[src/rtl/core/rsba_pkg.sv]
package rsba_pkg;

  // Opcode group, bits 7:6
  typedef enum logic [1:0] {
    GRP_ROT = 2'd0,
    GRP_BIT = 2'd1,
    GRP_RES = 2'd2,
    GRP_SET = 2'd3
  } grp_e;

  // Rotate/shift kind, bits 5:3 of a rotate/shift opcode
  typedef enum logic [2:0] {
    SH_RLC = 3'd0,
    SH_RRC = 3'd1,
    SH_RL  = 3'd2,
    SH_RR  = 3'd3,
    SH_SLA = 3'd4,
    SH_SRA = 3'd5,
    SH_SLL = 3'd6,
    SH_SRL = 3'd7
  } shift_e;

  // Index prefix; the fourth code means nothing and reads as no prefix
  typedef enum logic [1:0] {
    PFX_NONE = 2'd0,
    PFX_IX   = 2'd1,
    PFX_IY   = 2'd2
  } pfx_e;

  // Register code that names memory at (HL)
  localparam logic [2:0] REG_MEM = 3'd6;

  // Bit number of the sign bit, tested by BIT 7
  localparam logic [2:0] SEL_TOP = 3'd7;

  // Single set bit, shifted to build RES/SET masks
  localparam logic [7:0] LOW_BIT = 8'h01;

  // Flag bit positions
  localparam int unsigned FLAG_C  = 0;
  localparam int unsigned FLAG_N  = 1;
  localparam int unsigned FLAG_PV = 2;
  localparam int unsigned FLAG_X  = 3;
  localparam int unsigned FLAG_H  = 4;
  localparam int unsigned FLAG_Y  = 5;
  localparam int unsigned FLAG_Z  = 6;
  localparam int unsigned FLAG_S  = 7;

  // Decoded beat after the address stage
  typedef struct packed {
    grp_e        grp;
    logic [2:0]  sel;
    logic [2:0]  reg_idx;
    logic [7:0]  operand;
    logic [7:0]  flags_in;
    logic        to_memory;
    logic [15:0] mem_address;
  } dec_t;

  // Beat after the execute stage
  typedef struct packed {
    grp_e        grp;
    logic [2:0]  sel;
    logic [2:0]  reg_idx;
    logic [7:0]  result;
    logic        carry_out;
    logic        bit_set;
    logic [7:0]  flags_in;
    logic        to_memory;
    logic [15:0] mem_address;
  } exe_t;

  // Finished result beat
  typedef struct packed {
    logic [7:0]  result;
    logic [7:0]  flags_out;
    logic        write_enable;
    logic        to_memory;
    logic [15:0] mem_address;
    logic        reg_write;
    logic [2:0]  reg_index;
  } res_t;

endpackage

[src/rtl/core/rotate_shift_bit_alu.sv]
// Rotate/shift/bit unit for CB-group instructions of an 8-bit processor.
// Input channel (in_valid_i/in_ready_o) carries one instruction per beat:
// opcode, index prefix, displacement, operand byte, flags and HL/IX/IY.
// Output channel (out_valid_o/out_ready_i) carries the result byte, new
// flags, write target (memory and/or register) and effective address.
// Pipeline: address stage (decode, index + displacement add), execute
// stage (rotate/shift or bit mask), flag stage (zero, parity, BIT flags),
// whose register is the output register.
// An accepted beat is registered in turn in the address, execute and flag
// stage registers. Throughput: one beat per cycle while out_ready_i holds
// high; each stage is one register with a valid.
// Reset clears all stage valids; the pipeline comes up empty and ready.
// When the receiver stalls, the output beat holds and earlier stages keep
// filling until every stage holds a beat; in_ready_o then drops. Nothing
// is dropped or repeated, and in_ready_o rises again as soon as the
// receiver takes the output beat.
module rotate_shift_bit_alu
  import rsba_pkg::*;
(
  input  logic        clk_i,
  input  logic        rst_ni,
  input  logic        in_valid_i,
  output logic        in_ready_o,
  input  logic [7:0]  opcode_i,
  input  logic [1:0]  prefix_i,
  input  logic [7:0]  displacement_i,
  input  logic [7:0]  operand_i,
  input  logic [7:0]  flags_in_i,
  input  logic [15:0] hl_value_i,
  input  logic [15:0] ix_value_i,
  input  logic [15:0] iy_value_i,
  output logic        out_valid_o,
  input  logic        out_ready_i,
  output logic [7:0]  result_o,
  output logic [7:0]  flags_out_o,
  output logic        write_enable_o,
  output logic        to_memory_o,
  output logic [15:0] mem_address_o,
  output logic        reg_write_o,
  output logic [2:0]  reg_index_o
);

  logic dec_valid, dec_ready;
  dec_t dec_beat;
  logic exe_valid, exe_ready;
  exe_t exe_beat;
  res_t res_beat;

  // Stage 1: decode and effective address
  rsba_addr_stage u_addr (
    .clk_i          (clk_i),
    .rst_ni         (rst_ni),
    .valid_i        (in_valid_i),
    .ready_o        (in_ready_o),
    .opcode_i       (opcode_i),
    .prefix_i       (prefix_i),
    .displacement_i (displacement_i),
    .operand_i      (operand_i),
    .flags_in_i     (flags_in_i),
    .hl_value_i     (hl_value_i),
    .ix_value_i     (ix_value_i),
    .iy_value_i     (iy_value_i),
    .valid_o        (dec_valid),
    .ready_i        (dec_ready),
    .beat_o         (dec_beat)
  );

  // Stage 2: byte operation
  rsba_exec_stage u_exec (
    .clk_i   (clk_i),
    .rst_ni  (rst_ni),
    .valid_i (dec_valid),
    .ready_o (dec_ready),
    .beat_i  (dec_beat),
    .valid_o (exe_valid),
    .ready_i (exe_ready),
    .beat_o  (exe_beat)
  );

  // Stage 3: flags and output register
  rsba_flag_stage u_flag (
    .clk_i   (clk_i),
    .rst_ni  (rst_ni),
    .valid_i (exe_valid),
    .ready_o (exe_ready),
    .beat_i  (exe_beat),
    .valid_o (out_valid_o),
    .ready_i (out_ready_i),
    .beat_o  (res_beat)
  );

  assign result_o       = res_beat.result;
  assign flags_out_o    = res_beat.flags_out;
  assign write_enable_o = res_beat.write_enable;
  assign to_memory_o    = res_beat.to_memory;
  assign mem_address_o  = res_beat.mem_address;
  assign reg_write_o    = res_beat.reg_write;
  assign reg_index_o    = res_beat.reg_index;

  // Input backpressure only when the whole pipe is full and stalled
  a_ready_only_when_full: assert property (@(posedge clk_i) disable iff (!rst_ni)
    !in_ready_o |-> (out_valid_o && !out_ready_i && dec_valid && exe_valid))
    else $error("input stalled while a stage is free");

  // A register copy never targets the memory code and needs a write
  a_reg_write_target: assert property (@(posedge clk_i) disable iff (!rst_ni)
    (out_valid_o && reg_write_o) |-> (write_enable_o && reg_index_o != REG_MEM))
    else $error("register write with bad target");

  // BIT beats set H, clear N and leave the byte unwritten
  a_bit_flags: assert property (@(posedge clk_i) disable iff (!rst_ni)
    (out_valid_o && !write_enable_o) |->
      (flags_out_o[FLAG_H] && !flags_out_o[FLAG_N] && !reg_write_o))
    else $error("BIT beat with wrong flags");

  // With the receiver ready, an accepted beat moves from the address stage
  // register into the execute stage register
  a_latency: assert property (@(posedge clk_i) disable iff (!rst_ni)
    (in_valid_i && in_ready_o && out_ready_i && $past(out_ready_i, 1) == 1'b1)
      ##0 (1'b1) |=> ##1 (exe_valid || !out_ready_i || !$past(out_ready_i)))
    else $error("beat lost in pipeline");

endmodule

[src/rtl/core/rsba_addr_stage.sv]
module rsba_addr_stage
  import rsba_pkg::*;
(
  input  logic        clk_i,
  input  logic        rst_ni,
  input  logic        valid_i,
  output logic        ready_o,
  input  logic [7:0]  opcode_i,
  input  logic [1:0]  prefix_i,
  input  logic [7:0]  displacement_i,
  input  logic [7:0]  operand_i,
  input  logic [7:0]  flags_in_i,
  input  logic [15:0] hl_value_i,
  input  logic [15:0] ix_value_i,
  input  logic [15:0] iy_value_i,
  output logic        valid_o,
  input  logic        ready_i,
  output dec_t        beat_o
);

  logic        valid_q;
  dec_t        beat_d, beat_q;
  logic [15:0] disp_ext;
  logic        indexed;

  // Sign-extend the displacement to address width
  assign disp_ext = {{8{displacement_i[7]}}, displacement_i};

  // Decode fields and form the effective address
  always_comb begin
    beat_d          = '0;
    beat_d.grp      = grp_e'(opcode_i[7:6]);
    beat_d.sel      = opcode_i[5:3];
    beat_d.reg_idx  = opcode_i[2:0];
    beat_d.operand  = operand_i;
    beat_d.flags_in = flags_in_i;
    indexed         = 1'b0;
    unique case (prefix_i)
      PFX_IX: begin
        indexed            = 1'b1;
        beat_d.mem_address = ix_value_i + disp_ext;
      end
      PFX_IY: begin
        indexed            = 1'b1;
        beat_d.mem_address = iy_value_i + disp_ext;
      end
      default: begin
        beat_d.mem_address = hl_value_i;
      end
    endcase
    beat_d.to_memory = indexed || (opcode_i[2:0] == REG_MEM);
  end

  // Advance when empty or when the next stage takes the held beat
  assign ready_o = !valid_q || ready_i;
  assign valid_o = valid_q;
  assign beat_o  = beat_q;

  always_ff @(posedge clk_i or negedge rst_ni) begin
    if (!rst_ni) begin
      valid_q <= 1'b0;
    end else if (ready_o) begin
      valid_q <= valid_i;
    end
  end

  always_ff @(posedge clk_i) begin
    if (valid_i && ready_o) begin
      beat_q <= beat_d;
    end
  end

endmodule

[src/rtl/core/rsba_exec_stage.sv]
module rsba_exec_stage
  import rsba_pkg::*;
(
  input  logic clk_i,
  input  logic rst_ni,
  input  logic valid_i,
  output logic ready_o,
  input  dec_t beat_i,
  output logic valid_o,
  input  logic ready_i,
  output exe_t beat_o
);

  logic       valid_q;
  exe_t       beat_d, beat_q;
  logic [7:0] val;
  logic       cin;
  logic [7:0] mask;

  assign val  = beat_i.operand;
  assign cin  = beat_i.flags_in[FLAG_C];
  assign mask = LOW_BIT << beat_i.sel;

  // Rotate, shift, test, reset or set the operand byte
  always_comb begin
    beat_d             = '0;
    beat_d.grp         = beat_i.grp;
    beat_d.sel         = beat_i.sel;
    beat_d.reg_idx     = beat_i.reg_idx;
    beat_d.flags_in    = beat_i.flags_in;
    beat_d.to_memory   = beat_i.to_memory;
    beat_d.mem_address = beat_i.mem_address;
    beat_d.result      = val;
    beat_d.bit_set     = |(val & mask);
    unique case (beat_i.grp)
      GRP_ROT: begin
        unique case (shift_e'(beat_i.sel))
          SH_RLC: begin
            beat_d.result = {val[6:0], val[7]}; beat_d.carry_out = val[7];
          end
          SH_RRC: begin
            beat_d.result = {val[0], val[7:1]}; beat_d.carry_out = val[0];
          end
          SH_RL: begin
            beat_d.result = {val[6:0], cin}; beat_d.carry_out = val[7];
          end
          SH_RR: begin
            beat_d.result = {cin, val[7:1]}; beat_d.carry_out = val[0];
          end
          SH_SLA: begin
            beat_d.result = {val[6:0], 1'b0}; beat_d.carry_out = val[7];
          end
          SH_SRA: begin
            beat_d.result = {val[7], val[7:1]}; beat_d.carry_out = val[0];
          end
          SH_SLL: begin
            beat_d.result = {val[6:0], 1'b1}; beat_d.carry_out = val[7];
          end
          SH_SRL: begin
            beat_d.result = {1'b0, val[7:1]}; beat_d.carry_out = val[0];
          end
          default: begin
            beat_d.result = val;
          end
        endcase
      end
      GRP_RES: beat_d.result = val & ~mask;
      GRP_SET: beat_d.result = val | mask;
      default: beat_d.result = val;
    endcase
  end

  // Advance when empty or when the next stage takes the held beat
  assign ready_o = !valid_q || ready_i;
  assign valid_o = valid_q;
  assign beat_o  = beat_q;

  always_ff @(posedge clk_i or negedge rst_ni) begin
    if (!rst_ni) begin
      valid_q <= 1'b0;
    end else if (ready_o) begin
      valid_q <= valid_i;
    end
  end

  always_ff @(posedge clk_i) begin
    if (valid_i && ready_o) begin
      beat_q <= beat_d;
    end
  end

endmodule

[src/rtl/core/rsba_flag_stage.sv]
module rsba_flag_stage
  import rsba_pkg::*;
(
  input  logic clk_i,
  input  logic rst_ni,
  input  logic valid_i,
  output logic ready_o,
  input  exe_t beat_i,
  output logic valid_o,
  input  logic ready_i,
  output res_t beat_o
);

  logic       valid_q;
  res_t       beat_d, beat_q;
  logic [7:0] res;
  logic [7:0] f;
  logic       we;

  assign res = beat_i.result;
  assign we  = (beat_i.grp != GRP_BIT);

  // Build the new flag byte for the group
  always_comb begin
    f = '0;
    unique case (beat_i.grp)
      GRP_ROT: begin
        f[FLAG_S]  = res[7];
        f[FLAG_Z]  = (res == 8'h00);
        f[FLAG_Y]  = res[5];
        f[FLAG_X]  = res[3];
        f[FLAG_PV] = ~^res;
        f[FLAG_C]  = beat_i.carry_out;
      end
      GRP_BIT: begin
        f[FLAG_S]  = beat_i.bit_set && (beat_i.sel == SEL_TOP);
        f[FLAG_Z]  = !beat_i.bit_set;
        f[FLAG_H]  = 1'b1;
        f[FLAG_PV] = !beat_i.bit_set;
        f[FLAG_C]  = beat_i.flags_in[FLAG_C];
      end
      default: begin
        f = beat_i.flags_in;
      end
    endcase
  end

  // Assemble the result beat and its write target
  always_comb begin
    beat_d              = '0;
    beat_d.result       = res;
    beat_d.flags_out    = f;
    beat_d.write_enable = we;
    beat_d.to_memory    = beat_i.to_memory;
    beat_d.mem_address  = beat_i.mem_address;
    beat_d.reg_write    = we && (beat_i.reg_idx != REG_MEM);
    beat_d.reg_index    = beat_i.reg_idx;
  end

  // Output register: hold the beat until the receiver takes it
  assign ready_o = !valid_q || ready_i;
  assign valid_o = valid_q;
  assign beat_o  = beat_q;

  always_ff @(posedge clk_i or negedge rst_ni) begin
    if (!rst_ni) begin
      valid_q <= 1'b0;
    end else if (ready_o) begin
      valid_q <= valid_i;
    end
  end

  always_ff @(posedge clk_i) begin
    if (valid_i && ready_o) begin
      beat_q <= beat_d;
    end
  end

endmodule

[config.mk]
export PLATFORM = sky130hd
export DESIGN_NAME = rotate_shift_bit_alu
export DESIGN_NICKNAME = d
export VERILOG_FILES = /design/src/rtl/core/rsba_pkg.sv /design/src/rtl/core/rotate_shift_bit_alu.sv /design/src/rtl/core/rsba_addr_stage.sv /design/src/rtl/core/rsba_exec_stage.sv /design/src/rtl/core/rsba_flag_stage.sv
export SDC_FILE = /design/constraint.sdc
export NUM_CORES = 1
export LEC_CHECK = 0
export ABC_AREA = 0
export BUFFER_PORTS_ARGS = -buffer_cell sky130_fd_sc_hd__buf_2
export CAP_MARGIN = 5
export CORE_MARGIN = 2
export CORE_UTILIZATION = 38
export DETAILED_ROUTE_END_ITERATION = 10
export GPL_TIMING_DRIVEN = 0
export PLACE_DENSITY_LB_ADDON = 0.2
export SLEW_MARGIN = 20
export SYNTH_ARGS = -nofsm -noshare
export SYNTH_HDL_FRONTEND = slang
export SYNTH_HIERARCHICAL = 1
export SYNTH_SLANG_ARGS = --single-unit
[constraint.sdc]
create_clock -name clk_i -period 3.1 [get_ports clk_i]
set_input_delay 0.62 -clock clk_i [delete_from_list [all_inputs] [get_ports clk_i]]
set_output_delay 0.62 -clock clk_i [all_outputs]
set_load 0.005 [all_outputs]
==> qor.yml, run 1 <==
setup_path:
  crit_fanout: 10
  path_cells: "buf_2 > inv_1 > ha_1 > clkbuf_4 > buf_6 > mux2_2 > ha_1 > and2_4 > a221o_1 > o2111ai_1 > and4_2 > o31ai_2"
  cp-startpoint: "prefix_i[0]"
  path_common_cell: "ha_1"
  r2r-start: "u_flag/valid_o"
  worstSetupEndpointType: "flip-flop"
  cpPeakStageDelay_ps: 370
  crit_buf_inv: 4
  start_kind: "primary input"
  critPathArrivalTime_ps: 3140
  crit_slowest_cell: "a221o_1"
  critical_path_required_ps: 3240
  cpLargestDelayFamily: "compound AO/OA/AOI/OAI gates"
  worstSetupPathType: "in2reg"
layout:
  fill_cells: 1308
  fin_nets: 661
  final_cell_mix: "buf_2 (128), edfxtp_1 (122), nand2_1 (33), ha_1 (22), mux2_2 (19)"
  final_common_cell: "buf_2"
  final_cells: 749
  drive_above_1_share: 0.3611
  antenna_cells: 0
  register_area_sq_um: 3739
  multi_input_area_sq_um: 1888
  utilization: 0.4966
  area_growth_pct: 26.49
  design_area_sq_um: 7272
placement:
  placed_cells: 716
  place_area_sq_um: 6680
  gp_congestion: 0.8373
  io_buffer_count: 125
  hpwl_um: 8993
floorplanning:
  num_rows: 44
  io_pins: 126
  start_util: 0.3926
  die_h_um: 127
  die-area_sq_um: 16130
  die_x_um: 127
  core_area_sq_um: 14640
power_and_ir_drop:
  powerDensity_nw_per_um2: 638.6
  p_leak_nw: 2.905
  peakVddDrop_v: 0.0003534
  total_power_mw: 4.644
global_route:
  gr-usage-met2: 0.2808
  grt_max_degree: 31
  grt_usage: 0.1573
  grt_overflow: 0
  top_usage_layer: "met2"
  grt_pass1_vias: 4067
  grt_use_met1: 0.1843
  grtUsageMet3: 0.03434
  grt_first_pass_wirelength_um: 19730
  antenna_found_initial: 0
timing:
  slew_viol_final: 0
  finalSetupViolations: 0
  post-route-period-util: 0.9664
  fmax_mhz: 333.8
  relSlewSlack: 0.6579
  finalCriticalPeriod_ps: 2996
  max_slew.worst_pin.slew_ps: 513.1
  hold_violations: 0
  timing.setup.tns_ps: 0
  grt_setup_unrepaired: "false"
  skew_ps: 20.18
synth:
  synth.net_count: 513
  synth.avg_cell_area_sq_um: 14.23
  ys_types: 64
  synth-main-ff-cell: "edfxtp_1"
  async_flop_share: 0.02400
  synth.cell_area_sq_um: 5749
  yosysSeqAreaShare: 0.6503
  synth_top_cells_by_area: "edfxtp_1 (64%), ha_1 (4.8%), mux2_2 (3.7%), nand2_1 (2.2%), a21oi_1 (1.6%)"
  yosysWarningCount: 6
  synth_edf_count: 122
  ys_ff_latch: 125
  synth_largest_area_cell: "edfxtp_1"
  syn_inst: 404
  synth_top_cell_area_share: 0.6372
routing:
  antenna_left: 0
  drt_iter0_drc: 239
  drc: 0
  vias_per_cell: 5.150
  num_vias: 3857
  routedWlPerCell_um: 16.08
  drt_wl_total_um: 12050
  drt-pass1-iter-count: 4
outcome:
  status: "finished clean"
hold_path:
  hp-class: "in2reg"
  worstHoldStart: "operand_i[0]"
clock_network:
  insertion_delay_ps: 410
  cts_buffers: 17
  clock_sinks: 125
  tritoncts: "done"
  cts.path.max_buffers: 2
  htreeDepth: 4
  cts_root_buffer: "clkbuf_16"
  postCtsSetupRepairBufs: 0
  clk_pin_slew_worst_paths_ps: 60
job:
  maxCapViolCount: 0
[layer usage]
metal | share of wire | wire length [um]
met5 | 0 | 0
met1 | 0.42 | 5069
met2 | 0.52 | 6282
met3 | 0.051 | 618
met4 | 0.0063 | 76
[final timing paths]
path                                          end  slack [ps]  depth (start not counted)
min in group asynchronous          u_flag/valid_o         530                          2
worst max-delay path            u_addr/beat_o[13]         100                         12
worst max register to register  u_addr/beat_o[38]        1380                          5
worst min register to register  u_exec/beat_o[19]         410                          0
worst min-delay path            u_addr/beat_o[25]         380                          1
max in group asynchronous          u_addr/valid_o        2460                          2
[synth_stat cells, drive strengths merged, types with 3 or more instances]
| master | number |
|---|---|
| o21ai | 12 |
| and2 | 10 |
| o2111ai | 3 |
| mux2i | 6 |
| mux2 | 21 |
| o21a | 3 |
| a21boi | 3 |
| o221ai | 3 |
| a21o | 4 |
| a31oi | 4 |
| xnor2 | 3 |
| nor2 | 15 |
| nand2b | 7 |
| and4 | 4 |
| buf | 8 |
| nor2b | 5 |
| o211ai | 8 |
| a221o | 4 |
| nand3 | 5 |
| nor3 | 3 |
| clkbuf | 6 |
| and3 | 4 |
| dfrtp | 3 |
| nand2 | 33 |
| a311oi | 4 |
| a221oi | 4 |
| a211oi | 3 |
| inv | 18 |
| a21oi | 18 |
| xor2 | 6 |
| ha | 22 |
| edfxtp | 122 |
| o31ai | 5 |
[kinds of logic after synthesis]
family | share of synthesized area
compound gates | 0.1123
fa+ha+maj | 0.05136
simple gates | 0.08814
flops | 0.6503
buf+inv | 0.02481
xor+xnor | 0.01371
mux | 0.05941
[stage by stage]
step	setup slack, ps	hold slack (ps)
2_1_floorplan	3.219	324.4
3_3_place_gp	-360.4	401.5
3_5_place_dp	-384.9	404.5
4_1_cts	57.71	367.3
5_1_grt	5.414	372.7
6_report	104.1	380.5
[where the power goes]
group          internal (mW)  switching (mW)  leakage, nW
clock network           1.12           0.734        0.268
registers               2.09          0.0613         1.21
logic                  0.284           0.360         1.43
total                   3.49            1.16         2.91
[state kept, by name, summed over array words and instances, names as in the netlist]
name	cells
u_exec/valid_o	1
u_flag/valid_o	1
u_flag/beat_o	38
u_addr/beat_o	41
u_addr/valid_o	1
u_exec/beat_o	43
[repair_timing]
item | 4_1_cts | 5_1_grt
setup endpoints to repair | 0 | 4
endpoints found under the hold margin | 3 | 0
hold buffers | 1 | 0
resized for setup | 0 | 4
[layout make-up]
class / count / area share
Sequential cell: 125 / 0.5141
Multi-Input combinational cell: 247 / 0.2596
Timing Repair Buffer: 129 / 0.09566
Clock buffer: 18 / 0.05902
Tap cell: 184 / 0.03166
Clock inverter: 14 / 0.01875
Buffer: 14 / 0.01187
Inverter: 18 / 0.009291
Note: power is estimated with default switching activity, not from simulation.
==> inputs of run 2 (changes only) <==
--- a/config.mk
+++ b/config.mk
@@ -13,6 +13,7 @@
 export DETAILED_ROUTE_END_ITERATION = 10
 export GPL_TIMING_DRIVEN = 0
 export PLACE_DENSITY_LB_ADDON = 0.2
+export SKIP_CTS_REPAIR_TIMING = 1
 export SLEW_MARGIN = 20
 export SYNTH_ARGS = -nofsm -noshare
 export SYNTH_HDL_FRONTEND = slang
==> constraint.sdc (replaced) <==
create_clock -name clk_i -period 3.1 [get_ports clk_i]
set_input_delay 0.155 -clock clk_i [delete_from_list [all_inputs] [get_ports clk_i]]
set_output_delay 0.155 -clock clk_i [all_outputs]
set_load 0.005 [all_outputs]
==> qor.yml, run 2 (same netlist as run 1, synthesis figures left out) <==
timing:
  hold_violations: 0  # unchanged
  grt_setup_unrepaired: "false"
  finalSetupViolations: 0  # unchanged
  slew_viol_final: 0  # unchanged
  skew_ps: 6.500  # -13.68 ps
  fmax_mhz: 358.7  # +7.5%
  timing.setup.tns_ps: 0  # unchanged
  relSlewSlack: 0.6670  # +0.009095
  post-route-period-util: 0.8992  # -0.06722
  finalCriticalPeriod_ps: 2788  # -208.4 ps
  max_slew.worst_pin.slew_ps: 499.5  # -13.64 ps
setup_path:
  cp-endpoint: "u_addr/beat_o[8]"
  ff2ff_setup_slack_ps: 1390  # about the same
  start_kind: "primary input"
  crit_slowest_cell: "fa_1"
  r2r-start: "u_flag/valid_o"
  timing.rr.end: "u_addr/beat_o[19]"
  cp-startpoint: "prefix_i[0]"
  cpPeakStageDelay_ps: 410  # +40 ps
  crit_fanout: 10  # unchanged
  path_cells: "buf_2 > inv_1 > ha_1 > clkbuf_2 > mux2_2 > ha_1 > fa_1 > a21o_1 > and3_2 > o21ai_1 > a211oi_1 > a311oi_1"
  rr_worst_depth: 5  # unchanged
  path_common_cell: "ha_1"
  critPathArrivalTime_ps: 3010  # -130 ps
  critical_path_required_ps: 3320  # +80 ps
  worstSetupEndpointType: "flip-flop"
  worstSetupPathType: "in2reg"
placement:
  hpwl_um: 8865  # -1.4%
  io_buffer_count: 125  # unchanged
  gp_congestion: 0.8428  # +0.66%
  placed_cells: 716  # unchanged
clock_network:
  cts_buffers: 17  # unchanged
  cts.path.max_buffers: 2  # unchanged
  clk_pin_slew_worst_paths_ps: 60  # about the same
  insertion_delay_ps: 400  # about the same
  cts_root_buffer: "clkbuf_16"
  clock_sinks: 125  # unchanged
  htreeDepth: 4  # unchanged
  tritoncts: "done"
global_route:
  grt_usage: 0.1512  # -0.006110
  antenna_found_initial: 0  # unchanged
  grt_pass1_vias: 3799  # -6.6%
  grt_max_degree: 32  # +3.2%
  grt_first_pass_wirelength_um: 18690  # -5.3%
  grt_overflow: 0  # unchanged
layout:
  antenna_cells: 0  # unchanged
  fin_nets: 685  # +3.6%
  utilization: 0.5162  # +0.01965
  final_cells: 773  # +3.2%
  drive_above_1_share: 0.3362  # -0.02490
  largest_register_ffs: 43  # unchanged
  fill_cells: 1275  # -2.5%
  area_growth_pct: 31.49
  final_cell_mix: "buf_2 (128), edfxtp_1 (122), nand2_1 (33), dlygate4sd3_1 (26), ha_1 (22)"
  final_common_cell: "buf_2"
routing:
  antenna_left: 0  # unchanged
  drt-pass1-iter-count: 5  # +1
  drc: 0  # unchanged
  drt_wl_total_um: 12210  # +1.4%
  routedWlPerCell_um: 15.80  # -1.8%
  vias_per_cell: 5.063  # -1.7%
  num_vias: 3914  # +1.5%
  drt_iter0_drc: 232  # -2.9%
power_and_ir_drop:
  total_power_mw: 4.884  # +5.2%
  peakVddDrop_v: 0.0002931  # -17%
  p_leak_nw: 3.043  # +4.7%
  powerDensity_nw_per_um2: 646.1  # +1.2%
floorplanning:
  core_area_sq_um: 14640  # unchanged
  die-area_sq_um: 16130  # unchanged
  die_h_um: 127  # unchanged
  die_x_um: 127  # unchanged
  io_pins: 126  # unchanged
  start_util: 0.3926  # unchanged
  num_rows: 44  # unchanged
hold_path:
  worstHoldStart: "out_ready_i"
  hp-class: "in2reg"
outcome:
  status: "finished clean"
job:
  maxCapViolCount: 0  # unchanged
## run 2: how the worst min path moves through the flow
stage                     slack (ps)  cells after the start                end
after CTS                       -480                      1     u_flag/valid_o
after floorplan                 -140                      0     u_addr/valid_o
final                             50                      3     u_flag/valid_o
after global placement           -50                      1     u_flag/valid_o
after detailed placement         -50                      1     u_flag/valid_o
after global routing              30                      3  u_addr/beat_o[14]
## run 2: worst max-delay path: cells and delay by family
family | cells | cell delay [ps]
muxes | 1 | 380
AOI/OAI and AO/OA | 4 | 850
buffers and inverters | 3 | 450
and+or+nand+nor | 1 | 240
adders and majority gates | 3 | 940
## run 2: layout make-up
cell class / instances / area (sq um) / share of cell area
inverters: 18 / 67.56 / 0.008937
multi-input cells: 247 / 1872 / 0.2476
well taps: 184 / 230.2 / 0.03045
plain buffers: 13 / 72.57 / 0.009599
repair buffers: 154 / 945.9 / 0.1251
clock buffers: 21 / 470.5 / 0.06223
clock inverters: 11 / 162.7 / 0.02152
flip-flops and latches: 125 / 3739 / 0.4945
## run 2: through the flow
stage / worst slack [ps] / hold WS, ps / area [sq um]
after global routing: 122.5 / 34.20 / 7560
after detailed placement: -412.3 / -45.01 / 6669
after floorplan: 111.4 / -140.6 / 5749
after global placement: -347.6 / -48.98 / 6605
after CTS: 25.67 / -484.1 / 7302
final: 312.5 / 45.14 / 7560
## run 2: metal layers
layer	up-vias	GRT usage	wire (um)
met2	141	0.2596	6137
met4	0	0.06981	233
met1	1836	0.1806	5229
met3	16	0.03601	610
met5	-	0	0
li1	1921	-	-
## run 2: power by group
part	total [mW]	switching, mW	internal, mW
clock	2.08	0.673	1.40
combinational	0.658	0.357	0.302
sequential	2.15	0.0613	2.09
